<file path="src/rtl/core/tqle_pkg.sv">
`default_nettype none
package tqle_pkg;

    // Table geometry. A row holds the four Q values of one agent and one cell.
    localparam int AGENTS   = 8;
    localparam int CELLS    = 1024;
    localparam int AGENT_W  = 3;
    localparam int CELL_W   = 10;
    localparam int ROW_W    = AGENT_W + CELL_W;
    localparam int ROWS     = AGENTS * CELLS;
    localparam int ACTIONS  = 4;
    localparam int ACT_W    = 2;
    localparam int Q_W      = 32;
    localparam int ROW_BITS = ACTIONS * Q_W;

    // Configuration register indexes.
    localparam int CFG_IDX_W = 2;
    localparam int CFG_W     = 16;
    localparam logic [CFG_IDX_W-1:0] CFG_REWARD_MOVE      = 2'd0;
    localparam logic [CFG_IDX_W-1:0] CFG_REWARD_MINE      = 2'd1;
    localparam logic [CFG_IDX_W-1:0] CFG_REWARD_SUPERMINE = 2'd2;
    localparam logic [CFG_IDX_W-1:0] CFG_DISCOUNT         = 2'd3;

    localparam int DISC_W = 9;

    // Request and hit codes.
    localparam logic REQ_CHOOSE = 1'b0;
    localparam logic REQ_UPDATE = 1'b1;
    localparam logic [1:0] HIT_NONE      = 2'd0;
    localparam logic [1:0] HIT_MINE      = 2'd1;
    localparam logic [1:0] HIT_SUPERMINE = 2'd2;

    // Commands from the controller to the datapath.
    typedef struct packed {
        logic             capture;
        logic             clear_we;
        logic [ROW_W-1:0] clear_addr;
        logic             calc_max;
        logic             calc_mul;
        logic             finish;
    } ctrl_cmd_t;

    // Status from the datapath to the controller.
    typedef struct packed {
        logic is_update;
        logic out_busy;
    } dp_status_t;

endpackage
`default_nettype wire

</file>
<file path="src/rtl/core/tqle_ctrl.sv">
`default_nettype none
module tqle_ctrl (
    input  wire logic                 clk,
    input  wire logic                 rst_n,
    input  wire logic                 in_valid,
    output logic                      in_ready,
    input  wire tqle_pkg::dp_status_t status,
    output tqle_pkg::ctrl_cmd_t       cmd
);

    typedef enum logic [5:0] {
        S_CLEAR = 6'b000001,
        S_IDLE  = 6'b000010,
        S_MAX   = 6'b000100,
        S_MUL   = 6'b001000,
        S_DONE  = 6'b010000,
        S_SPARE = 6'b100000
    } state_t;

    state_t state_reg, state_next;
    logic [tqle_pkg::ROW_W-1:0] clr_cnt_reg, clr_cnt_next;

    always_ff @(posedge clk or negedge rst_n)
    begin
        if (!rst_n)
        begin
            state_reg   <= S_CLEAR;
            clr_cnt_reg <= '0;
        end
        else
        begin
            state_reg   <= state_next;
            clr_cnt_reg <= clr_cnt_next;
        end
    end

    always_comb
    begin
        state_next     = state_reg;
        clr_cnt_next   = clr_cnt_reg;
        in_ready       = 1'b0;
        cmd.capture    = 1'b0;
        cmd.clear_we   = 1'b0;
        cmd.clear_addr = clr_cnt_reg;
        cmd.calc_max   = 1'b0;
        cmd.calc_mul   = 1'b0;
        cmd.finish     = 1'b0;
        case (state_reg)
            S_CLEAR:
            begin
                // One table row is zeroed per cycle after reset.
                cmd.clear_we = 1'b1;
                clr_cnt_next = clr_cnt_reg + 1'b1;
                if (clr_cnt_reg == tqle_pkg::ROW_W'(tqle_pkg::ROWS - 1))
                begin
                    state_next = S_IDLE;
                end
            end
            S_IDLE:
            begin
                in_ready = 1'b1;
                if (in_valid)
                begin
                    cmd.capture = 1'b1;
                    state_next  = S_MAX;
                end
            end
            S_MAX:
            begin
                cmd.calc_max = 1'b1;
                state_next   = status.is_update ? S_MUL : S_DONE;
            end
            S_MUL:
            begin
                cmd.calc_mul = 1'b1;
                state_next   = S_DONE;
            end
            S_DONE:
            begin
                // The table write and the result load happen together, once the
                // output register is free.
                if (!status.out_busy)
                begin
                    cmd.finish = 1'b1;
                    state_next = S_IDLE;
                end
            end
            default:
            begin
                state_next = S_IDLE;
            end
        endcase
    end

endmodule
`default_nettype wire

</file>
<file path="config.mk">
export PLATFORM = sky130hd
export DESIGN_NAME = tqle_ctrl
export DESIGN_NICKNAME = d
export VERILOG_FILES = /design/src/rtl/core/tqle_pkg.sv /design/src/rtl/core/tqle_ctrl.sv
export SDC_FILE = /design/constraint.sdc
export NUM_CORES = 1
export LEC_CHECK = 0
export BUFFER_PORTS_ARGS = -buffer_cell sky130_fd_sc_hd__clkbuf_2
export CAP_MARGIN = 20
export CORE_UTILIZATION = 35
export CTS_BUF_LIST = sky130_fd_sc_hd__clkbuf_8
export CTS_CLUSTER_DIAMETER = 200
export CTS_CLUSTER_SIZE = 14
export DETAILED_ROUTE_END_ITERATION = 10
export PLACE_DENSITY = 0.6
export SLEW_MARGIN = 20
export SYNTH_ARGS = -nofsm -noshare
export SYNTH_HDL_FRONTEND = slang
export SYNTH_SLANG_ARGS = --single-unit
</file>
<file path="constraint.sdc">
create_clock -name clk -period 1.6 [get_ports clk]
set_input_delay 0.24 -clock clk [delete_from_list [all_inputs] [get_ports clk]]
set_output_delay 0.24 -clock clk [all_outputs]
set_load 0.01 [all_outputs]
</file>
==> run summary, run 1 <==
fillers: 214
multi-input combinational cell area: 478.0 um^2
worst-margin pin slew: 0.4484 ns
number of flops mapped to enable cells by yosys: 0
Reg2Reg Launch Point: state_reg[1]
max-capacitance violation count: 0
combinational power share: 37.3%
failing checks: negative setup slack
remaining antenna violation count: 0
WL final: 1974 um
GP Congestion: 0.6864
maximum VDD drop: 0.0005654 V
Post-synth ARST share: 100.0%
dpl ws: 0.1275 ns
placed cell count: 136
most area-hungry cell type in the Yosys netlist: dfrtp_1
nature of the critical path endpoint: output pin
vias in the first global route: 716
Post-DP Area: 1061 um^2
core area: 2318 um^2
Clk Latency, worst-skew pair: 0.25 ns
GR Util All Layers: 15.56%
worst hold slack: 0.2028 ns
Reg power frac: 39.5%
Reg clk slew, reported paths: 0.07 ns
via count: 766
fin crit share: 102.4%
Pint: 934.7 uW
die height: 52.52 um
Switching Power: 430.1 uW
wire per inst: 13.25 um
share of post-route cells with drive strength above 1: 45.45%
Setup Skew: 0.002085 ns
outcome: finished with violations
Max-Slew Margin vs Limit: 70.11%
worst reg2reg endpoint: clr_cnt_reg[7]
count leader, synth: dfrtp_1
Synth area leaders: dfrtp_1, xor2_1, nand2_1, xnor2_1, dfstp_2
slowest stage delay, CP: 0.45 ns
top fanout value on the critical path: 5
Period minus WS final: 1.639 ns
final routed DRC violation total: 0
setup violators final: 2
cells on worst reg2reg path: 6
PD cells: 1107 nW/um^2
post-synth top area share: 47.62%
synthesis-to-layout area growth: 37.95%
Register Area: 455.4 um^2
Setup CP Type: reg -> out
Max Freq: 610.1 MHz
WP data arrival: 1.40 ns
post-synth cell types: 27
H-tree depth: 1
clock network power share: 23.1%
largest net degree at the start of global routing: 19
initial antenna violation count: 0
Avg Inst Size Synth: 10.76 um^2
die width: 52.52 um
synth warn: 0
worst setup path start: state_reg[2]
Critical Path End: cmd[0]
maximum clock path buffer count: 2
vias per inst: 5.141
Boundary Pins: 24
worst hold path class: in -> reg
first-pass GRT wire length: 3070 um
Sw Share: 31.51%
Critical Path RT: 1.36 ns
Crit-path slowest cell: dfrtp_2
final worst slack: -0.03909 ns
Final Hold Viols: 0
die area: 2758 um^2
clock sinks: 18
max reg flops: 13
cts bufs inserted: 3
post-route insts no fill: 149
Post-synth top flop: dfrtp_1
CTS tree: yes
initial drt markers: 7
sequential area share after synthesis: 50.56%
RSZ-0062 raised after global routing: true
mapped cell area: 893.4 um^2
Worst Setup Start Kind: register
port buffer count: 23
global route overflow: 0
num rows: 17
Root Driver: clkbuf_8
post-route cell area: 1232 um^2
Final #Nets: 128
Ant. Diodes: 0
leakage power: 0.6517 nW
CP Cell Sequence: or3_4, nor4b_2, buf_2
flops & latches, synth: 18
Starting Density: 38.53%
Worst R2R Setup Slack: 0.10 ns
Pre-Repair DR Iteration Count: 4
Final Max Tran Viols: 0
top cells by count, synth: dfrtp_1, nand2_1, xor2_1
gate count after technology mapping: 83
syn_nets: 89
## critical path: cells and delay by family (launching register included)
kind / cells / cell delay [ns]
and+or+nand+nor: 2 / 0.55
DFF: 1 / 0.45
buffers and inverters: 1 / 0.16
## cell type report
| type | instances | area share, % |
|---|---|---|
| Inverter | 3 | 0.9137 |
| Clock buffer | 3 | 3.350 |
| Timing Repair Buffer | 35 | 16.85 |
| Tap cell | 28 | 2.843 |
| Clock inverter | 1 | 0.3046 |
| Sequential cell | 18 | 36.95 |
| Multi-Input combinational cell | 61 | 38.78 |
## layout by cell type (no fill, tap or decap), types with 2 or more instances in the layout
cell      instances
and2_1            3
buf_4            11
xnor2_1           4
dfrtp_1          14
nor3_2            4
clkbuf_2         21
clkbuf_8          3
xor2_1            9
nor2_1            6
o22ai_1           2
nand4_1           2
and3_1            3
inv_1             3
dfrtp_2           3
nand2_1          10
buf_2             2
a21oi_1           2
nor2_4            2
## power by group through the flow
stage / Combinational [mW] / Clock (mW) / Sequential [mW]
after floorplan: 0.236 / 0 / 0.538
after global placement: 0.351 / 0 / 0.538
after detailed placement: 0.363 / 0 / 0.541
after CTS: 0.473 / 0.321 / 0.538
after global routing: 0.557 / 0.349 / 0.545
final: 0.509 / 0.316 / 0.540
## metrics by stage
stage | setup TNS (ns) | utilization (%) | total power [mW]
floorplan | 0 | - | 0.7733
global placement | 0 | 45.76 | 0.8892
detailed placement | 0 | 45.76 | 0.9031
CTS | -0.08349 | 51.21 | 1.332
global route | -0.2588 | 53.16 | 1.450
finish | -0.07778 | 53.16 | 1.365
## cell families after synthesis
logic type / Yosys count / share of synthesized area (%)
AND/OR/NAND/NOR: 41 / 29.13
flip-flops: 18 / 50.56
XOR/XNOR: 13 / 12.75
AO/OA/AOI/OAI: 5 / 3.222
buffers and inverters: 4 / 1.820
multiplexers: 1 / 1.120
adder cells (fa/ha/maj): 1 / 1.400
## what timing repair did
item                                    in CTS  in global routing
hold endpoints to repair                    17                  0
gates cloned                                 0                  0
gates resized for setup                      5                 10
hold buffers                                 1                  0
pin swaps                                    2                  5
endpoints found under the setup margin       3                  9
buffers inserted                             7                  1
## worst min path at each step
stage                         start             end  slack [ns]  cells after the start
after detailed placement      rst_n  clr_cnt_reg[9]        0.21                      1
final                     status[1]    state_reg[4]        0.20                      2
after global routing       in_valid    state_reg[1]        0.20                      2
after global placement        rst_n  clr_cnt_reg[9]        0.21                      1
after CTS                 status[1]    state_reg[4]        0.20                      2
after floorplan               rst_n  clr_cnt_reg[0]       -0.06                      0
## layer usage
layer | global-route usage [%] | wire (um) | part of all wire [%] | vias to the layer above
met2 | 27.64 | 1036 | 52 | 16
li1 | - | - | - | 364
met4 | 5.263 | 9 | 0.46 | 0
met1 | 18.78 | 863 | 44 | 384
met3 | 2.609 | 65 | 3.3 | 2
met5 | 0 | 0 | 0 | -
Note: power is estimated with default switching activity, not from simulation.
==> run 2, diff against run 1 <==
--- a/config.mk
+++ b/config.mk
@@ -7,12 +7,14 @@
 export LEC_CHECK = 0
 export BUFFER_PORTS_ARGS = -buffer_cell sky130_fd_sc_hd__clkbuf_2
 export CAP_MARGIN = 20
-export CORE_UTILIZATION = 35
+export CELL_PAD_IN_SITES_DETAIL_PLACEMENT = 2
+export CELL_PAD_IN_SITES_GLOBAL_PLACEMENT = 2
+export CORE_UTILIZATION = 33
 export CTS_BUF_LIST = sky130_fd_sc_hd__clkbuf_8
 export CTS_CLUSTER_DIAMETER = 200
 export CTS_CLUSTER_SIZE = 14
 export DETAILED_ROUTE_END_ITERATION = 10
-export PLACE_DENSITY = 0.6
+export PLACE_DENSITY = 0.83
 export SLEW_MARGIN = 20
 export SYNTH_ARGS = -nofsm -noshare
 export SYNTH_HDL_FRONTEND = slang
==> run 2 against run 1 <==
Against the previous run:
- the run still ends with negative setup slack left
- sequential cell count is the same
- sequential power barely moved
- core utilization is 1.1 points lower
- worst hold slack improved by 0.019 ns
- critical endpoint unchanged
==> run summary, run 2 (synthesis results as in run 1) <==
hold path startpoint: in_valid (was status[1])
commonest non-fill, non-tap cells in the layout: clkbuf_2, dfrtp_1, buf_4 (unchanged)
WP data arrival: 1.46 ns (was 1.40 ns)
leakage power: 0.6774 nW (was 0.6517 nW)
die width: 54.03 um (was 52.52 um)
Ant. Diodes: 0 (unchanged)
dpl ws: 0.09153 ns (was 0.1275 ns)
clock sinks: 18 (unchanged)
initial drt markers: 20 (was 7)
Setup Skew: 0.003452 ns (was 0.002085 ns)
Boundary Pins: 24 (unchanged)
hpwl dp: 1748 um
Starting Density: 35.42% (was 38.53%)
Pre-Repair DR Iteration Count: 2 (was 4)
RSZ-0062 raised after global routing: true (unchanged)
commonest non-fill, non-tap cell in the layout: clkbuf_2 (unchanged)
final worst slack: -0.09851 ns (was -0.03909 ns)
max-capacitance violation count: 0 (unchanged)
nature of the critical path endpoint: output pin (unchanged)
Critical Path RT: 1.36 ns (about the same)
die area: 2919 um^2 (was 2758 um^2)
post-route cell area: 1313 um^2 (was 1232 um^2)
wire per inst: 20.74 um (was 13.25 um)
top routing layer in use: met4 (unchanged)
port buffer count: 23 (unchanged)
synthesis-to-layout area growth: 46.92% (was 37.95%)
post-route insts no fill: 155 (was 149)
first-pass GRT wire length: 4526 um (was 3070 um)
worst reg2reg endpoint: clr_cnt_reg[11] (was clr_cnt_reg[7])
maximum VDD drop: 0.0008116 V (was 0.0005654 V)
WHS Endpoint: state_reg[1] (was state_reg[4])
top fanout value on the critical path: 4 (was 5)
Reg2Reg Launch Point: state_reg[1] (unchanged)
Setup CP Type: reg -> out (unchanged)
Final TNS setup: -0.3286 ns (was -0.07778 ns)
vias per inst: 5.239 (was 5.141)
worst hold path class: in -> reg (unchanged)
final routed DRC violation total: 0 (unchanged)
via count: 812 (was 766)
setup violators final: 5 (was 2)
global route overflow: 0 (unchanged)
Final Hold Viols: 0 (unchanged)
Worst Setup Start Kind: register (unchanged)
cts bufs inserted: 3 (unchanged)
placed cell count: 138 (was 136)
Root Driver: clkbuf_8 (unchanged)
maximum clock path buffer count: 2 (unchanged)
Post-DP Area: 1064 um^2 (was 1061 um^2)
outcome: finished with violations (unchanged)
Reg clk slew, reported paths: 0.08 ns (was 0.07 ns)
core area: 2522 um^2 (was 2318 um^2)
Period minus WS final: 1.699 ns (was 1.639 ns)
failing checks: negative setup slack (unchanged)
worst-margin pin slew: 0.4511 ns (was 0.4484 ns)
WL final: 3215 um (was 1974 um)
CTS tree: yes (unchanged)
die height: 54.03 um (was 52.52 um)
Worst R2R Setup Slack: -0.05 ns (was 0.10 ns)
fin crit share: 106.2% (was 102.4%)
cells on worst reg2reg path: 6 (unchanged)
PD cells: 1245 nW/um^2 (was 1107 nW/um^2)
Max-Slew Margin vs Limit: 69.92% (was 70.11%)
GR Util All Layers: 23.40% (was 15.56%)
remaining antenna violation count: 0 (unchanged)
Max Freq: 588.8 MHz (was 610.1 MHz)
Final Max Tran Viols: 0 (unchanged)
H-tree depth: 1 (unchanged)
initial antenna violation count: 0 (unchanged)
max reg flops: 13 (unchanged)
largest net degree at the start of global routing: 19 (unchanged)
GP Congestion: 0.6582 (was 0.6864)
metal2 WL: 1743 um (was 1036 um)
num rows: 18 (was 17)
met1 WL: 1337 um (was 863 um)
vias in the first global route: 868 (was 716)
hold depth: 2 (unchanged)
share of post-route cells with drive strength above 1: 48.80% (was 45.45%)
Clk Latency, worst-skew pair: 0.27 ns (was 0.25 ns)
Final #Nets: 132 (was 128)
total length of routed met3 wires: 56 um (was 65 um)
==> run 2: critical path: stages (launching register included) <==
cell and delay [ns]:
dfrtp_2 0.46, or3_4 0.36, nor4b_4 0.21, buf_2 0.16
==> run 2: how the worst max path moves through the flow <==
stage,cells after the start,startpoint,end
floorplan,2,state_reg[1],cmd[0]
global placement,3,state_reg[2],cmd[0]
detailed placement,5,clr_cnt_reg[0],clr_cnt_reg[12]
CTS,3,state_reg[2],cmd[0]
global route,6,state_reg[1],clr_cnt_reg[11]
finish,3,state_reg[2],cmd[0]
==> run 2: area by class of cell <==
type | count | area (um^2)
repair buffers | 39 | 254.0
inverters | 3 | 13.76
clock buffers | 4 | 55.05
fillers | 260 | 1210
well taps | 30 | 37.54
flip-flops and latches | 18 | 454.2
multi-input cells | 61 | 498.0
==> run 2: power by group <==
group | internal, mW | total, mW | switching [mW]
combinational | 0.354 | 0.691 | 0.337
sequential | 0.489 | 0.539 | 0.0494
clock | 0.220 | 0.404 | 0.184
total | 1.06 | 1.63 | 0.570
==> run 2: through the flow <==
stage	util (%)	power, mW	hold slack [ns]
final	52.03	1.633	0.2219
after global routing	52.03	1.691	0.2261
after CTS	48.86	1.473	0.1917
after detailed placement	42.16	0.9146	0.2119
after global placement	42.16	0.8862	0.2067
after floorplan	-	0.7733	-0.05559
==> run 2: timing repair <==
| item | CTS | global route |
|---|---|---|
| gates cloned | 0 | 0 |
| hold endpoints to repair | 17 | 0 |
| resized for setup | 9 | 15 |
| setup endpoints to repair | 4 | 13 |
| buffers inserted | 9 | 3 |
| hold buffers | 1 | 0 |
| pin swaps | 2 | 6 |
==> run 2: routing by layer <==
metal  vias up  track usage, %
met1       415           24.53
li1        372               -
met5         -               0
met3         7           2.542
met4         0           8.974
met2        18           46.50
